**config.mk**
```make
export PLATFORM = sky130hd
export DESIGN_NAME = trrs_ctrl
export DESIGN_NICKNAME = d
export VERILOG_FILES = /design/src/rtl/trrs_pkg.sv /design/src/rtl/trrs_ctrl.sv
export SDC_FILE = /design/constraint.sdc
export NUM_CORES = 1
export LEC_CHECK = 0
export CAP_MARGIN = 20
export CORE_AREA = 4 4 41 43
export CTS_CLUSTER_SIZE = 12
export DETAILED_ROUTE_END_ITERATION = 10
export DIE_AREA = 0 0 45 47
export DONT_BUFFER_PORTS = 1
export GPL_ROUTABILITY_DRIVEN = 1
export PLACE_DENSITY = 0.56
export SKIP_LAST_GASP = 1
export SLEW_MARGIN = 20
export SYNTH_ARGS = -nofsm -noshare
export SYNTH_HDL_FRONTEND = slang
export SYNTH_SLANG_ARGS = --single-unit
```
**constraint.sdc**
```tcl
create_clock -name clk -period 2.15 [get_ports clk]
set_input_delay 0 -clock clk [delete_from_list [all_inputs] [get_ports clk]]
set_output_delay 0 -clock clk [all_outputs]
set_load 0.05 [all_outputs]
```
**src/rtl/trrs_pkg.sv**
```systemverilog
`default_nettype none
package trrs_pkg;

    // table geometry
    localparam int MAX_TASKS   = 256;
    localparam int ID_W        = 16;
    localparam int SLOT_W      = $clog2(MAX_TASKS);
    localparam int CNT_W       = SLOT_W + 1;
    localparam int VISIT_W     = SLOT_W + 2;
    localparam int VISIT_LIMIT = 2 * MAX_TASKS;
    localparam int MODE_W      = 3;
    localparam int ST_W        = 2;

    // request codes
    localparam logic [MODE_W-1:0] MODE_ADD_NEW = 3'd0;
    localparam logic [MODE_W-1:0] MODE_ADD_ID  = 3'd1;
    localparam logic [MODE_W-1:0] MODE_FORK    = 3'd2;
    localparam logic [MODE_W-1:0] MODE_EXIT    = 3'd3;
    localparam logic [MODE_W-1:0] MODE_WAIT    = 3'd4;
    localparam logic [MODE_W-1:0] MODE_SCHED   = 3'd5;

    // task status codes
    localparam logic [ST_W-1:0] TS_FINISHED = 2'd0;
    localparam logic [ST_W-1:0] TS_READY    = 2'd1;
    localparam logic [ST_W-1:0] TS_WAITING  = 2'd2;

    typedef enum logic [3:0] {
        ST_IDLE,
        ST_DECODE,
        ST_FORK,
        ST_WCHK,
        ST_WSRCH,
        ST_SRD,
        ST_SEXAM,
        ST_SSRCH
    } ctrl_state_t;

    // datapath micro-operations
    typedef enum logic [3:0] {
        OP_NONE,
        OP_LOAD,
        OP_RD_CUR,
        OP_ADD,
        OP_EXIT,
        OP_WAIT_SET,
        OP_SRCH_ARG,
        OP_SRCH_WAIT,
        OP_SRCH,
        OP_SCHED_INIT,
        OP_RD_POS,
        OP_PICK,
        OP_ADVANCE,
        OP_FREE,
        OP_JUMP,
        OP_FAIL
    } dp_op_t;

    typedef struct packed {
        dp_op_t op;
    } dp_cmd_t;

    typedef struct packed {
        logic [MODE_W-1:0] mode;
        logic              full;
        logic              empty;
        logic              cur_valid;
        logic              arg_zero;
        logic              arg_is_cur;
        logic              visits_done;
        logic [ST_W-1:0]   rd_st;
        logic              rd_wait_nz;
        logic              hit;
        logic              miss;
    } dp_stat_t;

endpackage
`default_nettype wire

```
**src/rtl/trrs_ctrl.sv**
```systemverilog
`default_nettype none
module trrs_ctrl (
    input  wire logic              clk,
    input  wire logic              rst_n,
    input  wire logic              start,
    output logic                   busy,
    input  wire trrs_pkg::dp_stat_t stat,
    output trrs_pkg::dp_cmd_t      cmd
);

    trrs_pkg::ctrl_state_t state_reg, state_next;

    // state register
    always_ff @(posedge clk or negedge rst_n)
    begin
        if (!rst_n)
        begin
            state_reg <= trrs_pkg::ST_IDLE;
        end
        else
        begin
            state_reg <= state_next;
        end
    end

    // next state
    always_comb
    begin
        state_next = state_reg;
        unique case (state_reg)
            trrs_pkg::ST_IDLE:
            begin
                if (start)
                begin
                    state_next = trrs_pkg::ST_DECODE;
                end
            end
            trrs_pkg::ST_DECODE:
            begin
                state_next = trrs_pkg::ST_IDLE;
                if (stat.mode == trrs_pkg::MODE_FORK && stat.cur_valid && !stat.full)
                begin
                    state_next = trrs_pkg::ST_FORK;
                end
                else if (stat.mode == trrs_pkg::MODE_WAIT && stat.cur_valid
                         && !stat.arg_zero)
                begin
                    state_next = trrs_pkg::ST_WCHK;
                end
                else if (stat.mode == trrs_pkg::MODE_SCHED && !stat.empty)
                begin
                    state_next = trrs_pkg::ST_SRD;
                end
            end
            trrs_pkg::ST_FORK:
            begin
                state_next = trrs_pkg::ST_IDLE;
            end
            trrs_pkg::ST_WCHK:
            begin
                state_next = stat.arg_is_cur ? trrs_pkg::ST_IDLE : trrs_pkg::ST_WSRCH;
            end
            trrs_pkg::ST_WSRCH:
            begin
                if (stat.hit || stat.miss)
                begin
                    state_next = trrs_pkg::ST_IDLE;
                end
            end
            trrs_pkg::ST_SRD:
            begin
                state_next = stat.visits_done ? trrs_pkg::ST_IDLE : trrs_pkg::ST_SEXAM;
            end
            trrs_pkg::ST_SEXAM:
            begin
                if (stat.rd_st == trrs_pkg::TS_READY)
                begin
                    state_next = trrs_pkg::ST_IDLE;
                end
                else if (stat.rd_st == trrs_pkg::TS_WAITING && stat.rd_wait_nz)
                begin
                    state_next = trrs_pkg::ST_SSRCH;
                end
                else
                begin
                    state_next = trrs_pkg::ST_SRD;
                end
            end
            trrs_pkg::ST_SSRCH:
            begin
                if (stat.hit || stat.miss)
                begin
                    state_next = trrs_pkg::ST_SRD;
                end
            end
            default:
            begin
                state_next = trrs_pkg::ST_IDLE;
            end
        endcase
    end

    // datapath commands
    always_comb
    begin
        cmd.op = trrs_pkg::OP_NONE;
        unique case (state_reg)
            trrs_pkg::ST_IDLE:
            begin
                if (start)
                begin
                    cmd.op = trrs_pkg::OP_LOAD;
                end
            end
            trrs_pkg::ST_DECODE:
            begin
                cmd.op = trrs_pkg::OP_FAIL;
                if ((stat.mode == trrs_pkg::MODE_ADD_NEW
                     || stat.mode == trrs_pkg::MODE_ADD_ID) && !stat.full)
                begin
                    cmd.op = trrs_pkg::OP_ADD;
                end
                else if (stat.mode == trrs_pkg::MODE_FORK && stat.cur_valid
                         && !stat.full)
                begin
                    cmd.op = trrs_pkg::OP_RD_CUR;
                end
                else if (stat.mode == trrs_pkg::MODE_EXIT && stat.cur_valid)
                begin
                    cmd.op = trrs_pkg::OP_EXIT;
                end
                else if (stat.mode == trrs_pkg::MODE_WAIT && stat.cur_valid
                         && !stat.arg_zero)
                begin
                    cmd.op = trrs_pkg::OP_RD_CUR;
                end
                else if (stat.mode == trrs_pkg::MODE_SCHED && !stat.empty)
                begin
                    cmd.op = trrs_pkg::OP_SCHED_INIT;
                end
            end
            trrs_pkg::ST_FORK:
            begin
                cmd.op = trrs_pkg::OP_ADD;
            end
            trrs_pkg::ST_WCHK:
            begin
                cmd.op = stat.arg_is_cur ? trrs_pkg::OP_FAIL : trrs_pkg::OP_SRCH_ARG;
            end
            trrs_pkg::ST_WSRCH:
            begin
                if (stat.hit)
                begin
                    cmd.op = (stat.rd_st != trrs_pkg::TS_FINISHED)
                             ? trrs_pkg::OP_WAIT_SET : trrs_pkg::OP_FAIL;
                end
                else if (stat.miss)
                begin
                    cmd.op = trrs_pkg::OP_FAIL;
                end
                else
                begin
                    cmd.op = trrs_pkg::OP_SRCH;
                end
            end
            trrs_pkg::ST_SRD:
            begin
                cmd.op = stat.visits_done ? trrs_pkg::OP_FAIL : trrs_pkg::OP_RD_POS;
            end
            trrs_pkg::ST_SEXAM:
            begin
                if (stat.rd_st == trrs_pkg::TS_READY)
                begin
                    cmd.op = trrs_pkg::OP_PICK;
                end
                else if (stat.rd_st == trrs_pkg::TS_WAITING && stat.rd_wait_nz)
                begin
                    cmd.op = trrs_pkg::OP_SRCH_WAIT;
                end
                else
                begin
                    cmd.op = trrs_pkg::OP_ADVANCE;
                end
            end
            trrs_pkg::ST_SSRCH:
            begin
                if (stat.hit && stat.rd_st == trrs_pkg::TS_FINISHED)
                begin
                    cmd.op = trrs_pkg::OP_FREE;
                end
                else if (stat.hit && stat.rd_st == trrs_pkg::TS_READY)
                begin
                    cmd.op = trrs_pkg::OP_JUMP;
                end
                else if (stat.hit || stat.miss)
                begin
                    cmd.op = trrs_pkg::OP_ADVANCE;
                end
                else
                begin
                    cmd.op = trrs_pkg::OP_SRCH;
                end
            end
            default:
            begin
                cmd.op = trrs_pkg::OP_NONE;
            end
        endcase
    end

    assign busy = (state_reg != trrs_pkg::ST_IDLE);

    // checks
    a_load_only_idle: assert property (@(posedge clk) disable iff (!rst_n)
        (cmd.op == trrs_pkg::OP_LOAD) |-> (state_reg == trrs_pkg::ST_IDLE))
        else $error("request loaded while busy");
    a_accept_decode: assert property (@(posedge clk) disable iff (!rst_n)
        (start && !busy) |=> (state_reg == trrs_pkg::ST_DECODE))
        else $error("accepted request not decoded");
    a_exam_after_read: assert property (@(posedge clk) disable iff (!rst_n)
        (state_reg == trrs_pkg::ST_SEXAM) |-> ($past(cmd.op) == trrs_pkg::OP_RD_POS))
        else $error("slot examined without a read");

endmodule
`default_nettype wire

```
==> results of run 1 <==
[cell usage after synthesis, types with 2 or more instances]
cell type / count
a21oi_1: 4
buf_2: 4
dfrtp_1: 3
inv_1: 3
nand2_1: 9
nand3_1: 5
nor2_1: 6
nor2b_1: 3
nor3_1: 2
nor3b_1: 2
o211ai_1: 2
o21ai_0: 3
o21ai_1: 2
or3b_1: 2
or4b_1: 2
[worst paths after layout]
kind                       slack [ns]    startpoint  cells after the start            to
max in group asynchronous        2.00         rst_n                      1  state_reg[0]
min                             0.006         rst_n                      1  state_reg[1]
max                              0.26  state_reg[2]                      5        cmd[0]
max reg2reg                      0.65  state_reg[1]                      3  state_reg[0]
min in group clk                 0.01       stat[5]                      3  state_reg[2]
min reg2reg                      0.76  state_reg[0]                      2  state_reg[2]
[kinds of logic (layout without fill, tap and decap cells)]
| kind of cell | Yosys count | count (layout) | share of synthesized area, % |
|---|---|---|---|
| AND/OR/NAND/NOR | 41 | 41 | 44.4 |
| AO/OA/AOI/OAI | 25 | 25 | 33.6 |
| buffers and inverters | 8 | 12 | 6.44 |
| flip-flops | 3 | 3 | 13.8 |
| multiplexers | 1 | 1 | 1.84 |
[stage by stage]
| stage | std cells | cell area, sq um |
|---|---|---|
| floorplan | 78 | 544 |
| global route | 97 | 608 |
| detailed placement | 91 | 562 |
| finish | 97 | 608 |
| global placement | 91 | 562 |
| CTS | 97 | 608 |
[final cells by class]
class,instances,area [sq um]
Clock buffer,4,26.3
Fill cell,147,693
Inverter,3,11.3
Multi-Input combinational cell,67,434
Sequential cell,3,75.1
Tap cell,15,18.8
Timing Repair Buffer,5,42.5
[power breakdown]
group / total [mW] / leakage (nW) / internal [mW] / switching (mW)
Sequential: 0.0726 / 0.0403 / 0.0602 / 0.0124
Clock: 0.103 / 0.0150 / 0.0698 / 0.0331
Combinational: 0.158 / 0.178 / 0.0554 / 0.103
Total: 0.334 / 0.233 / 0.185 / 0.149
[repair_timing]
| action | in CTS | in global routing |
|---|---|---|
| hold buffers | 2 | 0 |
| hold endpoints to repair | 4 | 0 |
| endpoints found under the setup margin | 0 | 0 |
| setup buffers | 0 | 0 |
[metal layers]
layer	track usage (%)	vias to the layer above	part of all wire [%]
li1	-	307	-
met4	10.5	0	0
met2	23.7	18	50
met3	2.68	0	5.8
met5	0	-	0
met1	19.9	293	44
[cells in the final DEF, fill, tap and decap left out, types with 2 or more instances in the layout]
master and count:
nor2b_1 3, nor2_1 6, nand2_1 9, or4b_1 2
inv_1 3, o211ai_1 2, o21ai_1 2, nand3_1 5
nor3b_1 2, dlygate4sd3_1 2, dfrtp_1 3, a21oi_1 4
clkbuf_4 3, nor3_1 2, buf_4 3, or3b_1 2
o21ai_0 3
==> run_results.csv, run 1 <==
group,metric,value,unit
worst_setup_path,start_kind,"flip-flop",
synthesis,ys_types,41,
floorplanning,num_rows,13,
clock_tree,clkSlewWorstSetupHoldPaths,0.04,ns
cells_and_area,post-route-util,46.7,%
worst_setup_path,critical-path-slowest-cell,"dfrtp_1",
synthesis,yosys_most_used_dff,"dfrtp_1",
clock_tree,cts_tree,"yes",
synthesis,synth.avg_cell_area,6.98,sq um
clock_tree,cts-htree-levels,1,
clock_tree,clock_sinks,3,
synthesis,async_reset_ff_share,100,%
drt,detail-route-antenna-nets,0,
worst_setup_path,cp.buffers_inverters,2,
synthesis,ys_seq_elements,3,
job,drv_cap,0,
clock_tree,cts_resized,0,
power,powerDensity,549,nW/um^2
sta,timing.hold.ws,0.00629,ns
place,pre_cts_ws,0.505,ns
cells_and_area,layout-drive-gt1-share,12.2,%
cells_and_area,largest_reg_flops,3,
worst_setup_path,crit_family,"flip-flops",
global_routing,grt_pass1_vias,569,
power,total_power,0.334,mW
synthesis,synth_edf_count,0,
worst_setup_path,required,2.15,ns
synthesis,synthCells,78,
place,io_buffers,0,
synthesis,synth_area_leaders,"dfrtp_1, nand2_1, nand3_1, nor2_1, a21oi_1",
floorplanning,die_area,2120,sq um
synthesis,ys_warn_count,0,
worst_setup_path,endpoint_kind,"output pin",
clock_tree,numCtsBuffers,3,
drt,num_vias,618,
sta,final_hold_viol_count,0,
floorplanning,core,1300,sq um
global_routing,track_usage,15.5,%
sta,worst_slack,0.257,ns
synthesis,synth.largest_area_cell,"dfrtp_1",
worst_hold_path,hold_path.class,"in2async",
drt,vias_per_cell,6.37,
synthesis,synth_top_cell_area_share,13.8,%
global_routing,antenna_found_initial,0,
worst_setup_path,worstPathArrival,1.89,ns
floorplanning,pin_count,22,
worst_setup_path,slowest_delay,0.61,ns
sta,slew_headroom,60.0,%
drt,drt_iter0_drc,21,
sta,worst_slew_pin_slew,0.598,ns
global_routing,grt_pass1_wl,2380,um
sta,setup_violations,0,
global_routing,grt_max_degree,19,
drt,first_pass_iters,4,
sta,tns,0,ns
synthesis,syn-num-nets,95,
place,gp_congestion,0.822,
floorplanning,fp.dieH,47,um
worst_setup_path,crit_chain,"inv_1, o21ba_1, a211o_1, o211ai_1, buf_4",
worst_setup_path,worstSetupPathType,"reg2out",
floorplanning,initial_core_util,41.8,%
sta,maxSlewViolCount,0,
cells_and_area,synthToLayoutAreaGrowth,11.7,%
clock_tree,cts_buffer_depth,2,
drt,routed_wl,1480,um
global_routing,grt-ovfl-total,0,
run_status,status,"completed",
sta,final_min_period_over_clock_period,88.0,%
sta,rsz0062_at_grt,"false",
cells_and_area,fin_nets,100,
worst_setup_path,crit_path_max_fanout,14,
drt,wl_per_cell,15.2,um
power,cellLeakagePower,0.233,nW
clock_tree,cts-root-buf,"clkbuf_4",
drt,drc,0,
floorplanning,die-width,45,um
clock_tree,clk_latency,0.24,ns
power,max-vdd-ir-drop,0.000257,V
synthesis,syn_area,544,sq um
place,dp_hpwl,1100,um
sta,skew,0.00779,ns
cells_and_area,num_antenna_cells,0,
sta,max_freq,528,MHz
synthesis,ys_seq_area_share,13.8,%
sta,fin_crit,1.89,ns
(Power assumes the default switching activity.)
==> run 2, diff against run 1 <==
--- a/config.mk
+++ b/config.mk
@@ -12,6 +12,7 @@
 export DIE_AREA = 0 0 45 47
 export DONT_BUFFER_PORTS = 1
 export GPL_ROUTABILITY_DRIVEN = 1
+export HOLD_SLACK_MARGIN = 0.05
 export PLACE_DENSITY = 0.56
 export SKIP_LAST_GASP = 1
 export SLEW_MARGIN = 20
==> run 2 against run 1 <==
Effect of this change:
- combinational power increased by 3%
- worst setup slack improved by 0.0026 ns
- critical path type unchanged
- largest power group unchanged
- count of clock-buffer cells in the layout unchanged
==> run_results.csv, run 2 (synthesized netlist as in run 1, its figures left out) <==
group,metric,value,unit
power,max-vdd-ir-drop,0.000259,V
global_routing,gr-usage-met2,24.3,%
place,io_buffers,0,
cells_and_area,final_common_cell,"nand2_1",
floorplanning,initial_core_util,41.8,%
worst_setup_path,worstPathArrival,1.89,ns
power,internal-power,0.189,mW
cells_and_area,largest_reg_flops,3,
global_routing,grt_use_met1,20.3,%
cells_and_area,fillers,144,
floorplanning,pin_count,22,
power,powerDensity,530,nW/um^2
global_routing,grt_pass1_vias,588,
worst_setup_path,endpoint_kind,"output pin",
clock_tree,cts-root-buf,"clkbuf_4",
clock_tree,numCtsBuffers,3,
sta,skew,0.00727,ns
cells_and_area,fin_nets,103,
drt,detail-route-antenna-nets,0,
sta,final_hold_viol_count,0,
clock_tree,cts-htree-levels,1,
cells_and_area,layout-drive-gt1-share,11.8,%
sta,final_min_period_over_clock_period,87.9,%
cells_and_area,num_antenna_cells,0,
power,power.switching,0.149,mW
sta,slew_headroom,60.0,%
clock_tree,clk_latency,0.24,ns
worst_hold_path,hold_path.class,"in2reg",
clock_tree,clock_sinks,3,
power,cellLeakagePower,0.246,nW
drt,routed_wl,1500,um
worst_setup_path,crit_path_max_fanout,14,
place,dpl_cell_area,562,sq um
place,dp_hpwl,1100,um
worst_setup_path,worstSetupPathType,"reg2out",
power,seq_power_share,21.5,%
cells_and_area,final_area,638,sq um
global_routing,busiest_layer,"met2",
cells_and_area,most-common-layout-cells,"nand2_1, nor2_1, nand3_1, dlygate4sd3_1, a21oi_1",
run_status,status,"completed",
drt,drc,0,
floorplanning,num_rows,13,
power,p_comb_share,48.2,%
clock_tree,cts_setup_buffers,0,
clock_tree,cts_buffer_depth,2,
cells_and_area,synthToLayoutAreaGrowth,17.2,%
worst_setup_path,ff2ff_setup_slack,0.65,ns
clock_tree,clkSlewWorstSetupHoldPaths,0.04,ns
global_routing,use_met3,2.68,%
sta,tns,0,ns
job,drv_cap,0,
global_routing,track_usage,15.8,%
drt,num_vias,632,
place,gp_congestion,0.822,
worst_setup_path,start_kind,"flip-flop",
sta,worst_slew_pin_slew,0.599,ns
global_routing,grt-ovfl-total,0,
floorplanning,fp.dieH,47,um
sta,maxSlewViolCount,0,
drt,wl_per_cell,15.0,um
sta,fin_crit,1.89,ns
global_routing,grt_max_degree,19,
worst_setup_path,required,2.15,ns
drt,drt_iter0_drc,20,
floorplanning,core,1300,sq um
power,swShare,44.1,%
drt,vias_per_cell,6.32,
power,clockPowerShare,30.3,%
sta,setup_violations,0,
global_routing,antenna_found_initial,0,
floorplanning,die_area,2120,sq um
global_routing,grt_pass1_wl,2430,um
sta,rsz0062_at_grt,"false",
drt,first_pass_iters,4,
clock_tree,cts_tree,"yes",
sta,max_freq,529,MHz
floorplanning,die-width,45,um
[run 2: cell count changes in the layout (fill, tap and decap cells not counted)]
cell           before  now
dlygate4sd3_1       2    5
[run 2: worst paths after layout]
| kind | cells past startpoint | start | to |
|---|---|---|---|
| worst max-delay path | 5 | state_reg[2] | cmd[0] |
| max in group asynchronous | 2 | rst_n | state_reg[0] |
| min in group asynchronous | 2 | rst_n | state_reg[1] |
| worst min register to register | 2 | state_reg[0] | state_reg[2] |
| worst min-delay path | 3 | stat[1] | state_reg[1] |
| worst max register to register | 3 | state_reg[1] | state_reg[0] |
[run 2: critical path: stages (launching register included)]
cell and delay (ns):
dfrtp_1 0.61, inv_1 0.24, o21ba_1 0.23, a211o_1 0.26, o211ai_1 0.09, buf_4 0.22
[run 2: power by group through the flow]
stage | clock network [mW] | registers (mW) | logic [mW]
3_3_place_gp | 0 | 0.0728 | 0.155
5_1_grt | 0.112 | 0.0734 | 0.176
6_report | 0.102 | 0.0726 | 0.163
2_1_floorplan | 0 | 0.0621 | 0.141
3_5_place_dp | 0 | 0.0728 | 0.155
4_1_cts | 0.103 | 0.0721 | 0.164
[run 2: metal layers]
metal,routed length (um),vias to the layer above
met3,111,0
met4,0,0
li1,-,312
met2,728,26
met5,0,-
met1,656,294
[run 2: area by class of cell]
class | count | area, sq um | area share (%)
repair buffers | 8 | 72.6 | 11.4
clock buffers | 4 | 26.3 | 4.12
multi-input cells | 67 | 434 | 68.0
flip-flops and latches | 3 | 75.1 | 11.8
well taps | 15 | 18.8 | 2.94
inverters | 3 | 11.3 | 1.76
[run 2: through the flow]
stage | total power, mW | cells | utilization (%) | setup WS, ns | hold slack [ns]
floorplan | 0.203 | 78 | - | 0.412 | -0.296
global placement | 0.228 | 91 | 43.2 | 0.520 | -0.296
detailed placement | 0.228 | 91 | 43.2 | 0.505 | -0.296
CTS | 0.339 | 100 | 49.0 | 0.248 | 0.0531
global route | 0.361 | 100 | 49.0 | 0.0573 | 0.0610
finish | 0.338 | 100 | 49.0 | 0.260 | 0.0601
[run 2: repair_timing]
action                                 4_1_cts  5_1_grt
hold buffers                                 5        0
endpoints found under the hold margin        6        0
gates resized for setup                      0        0
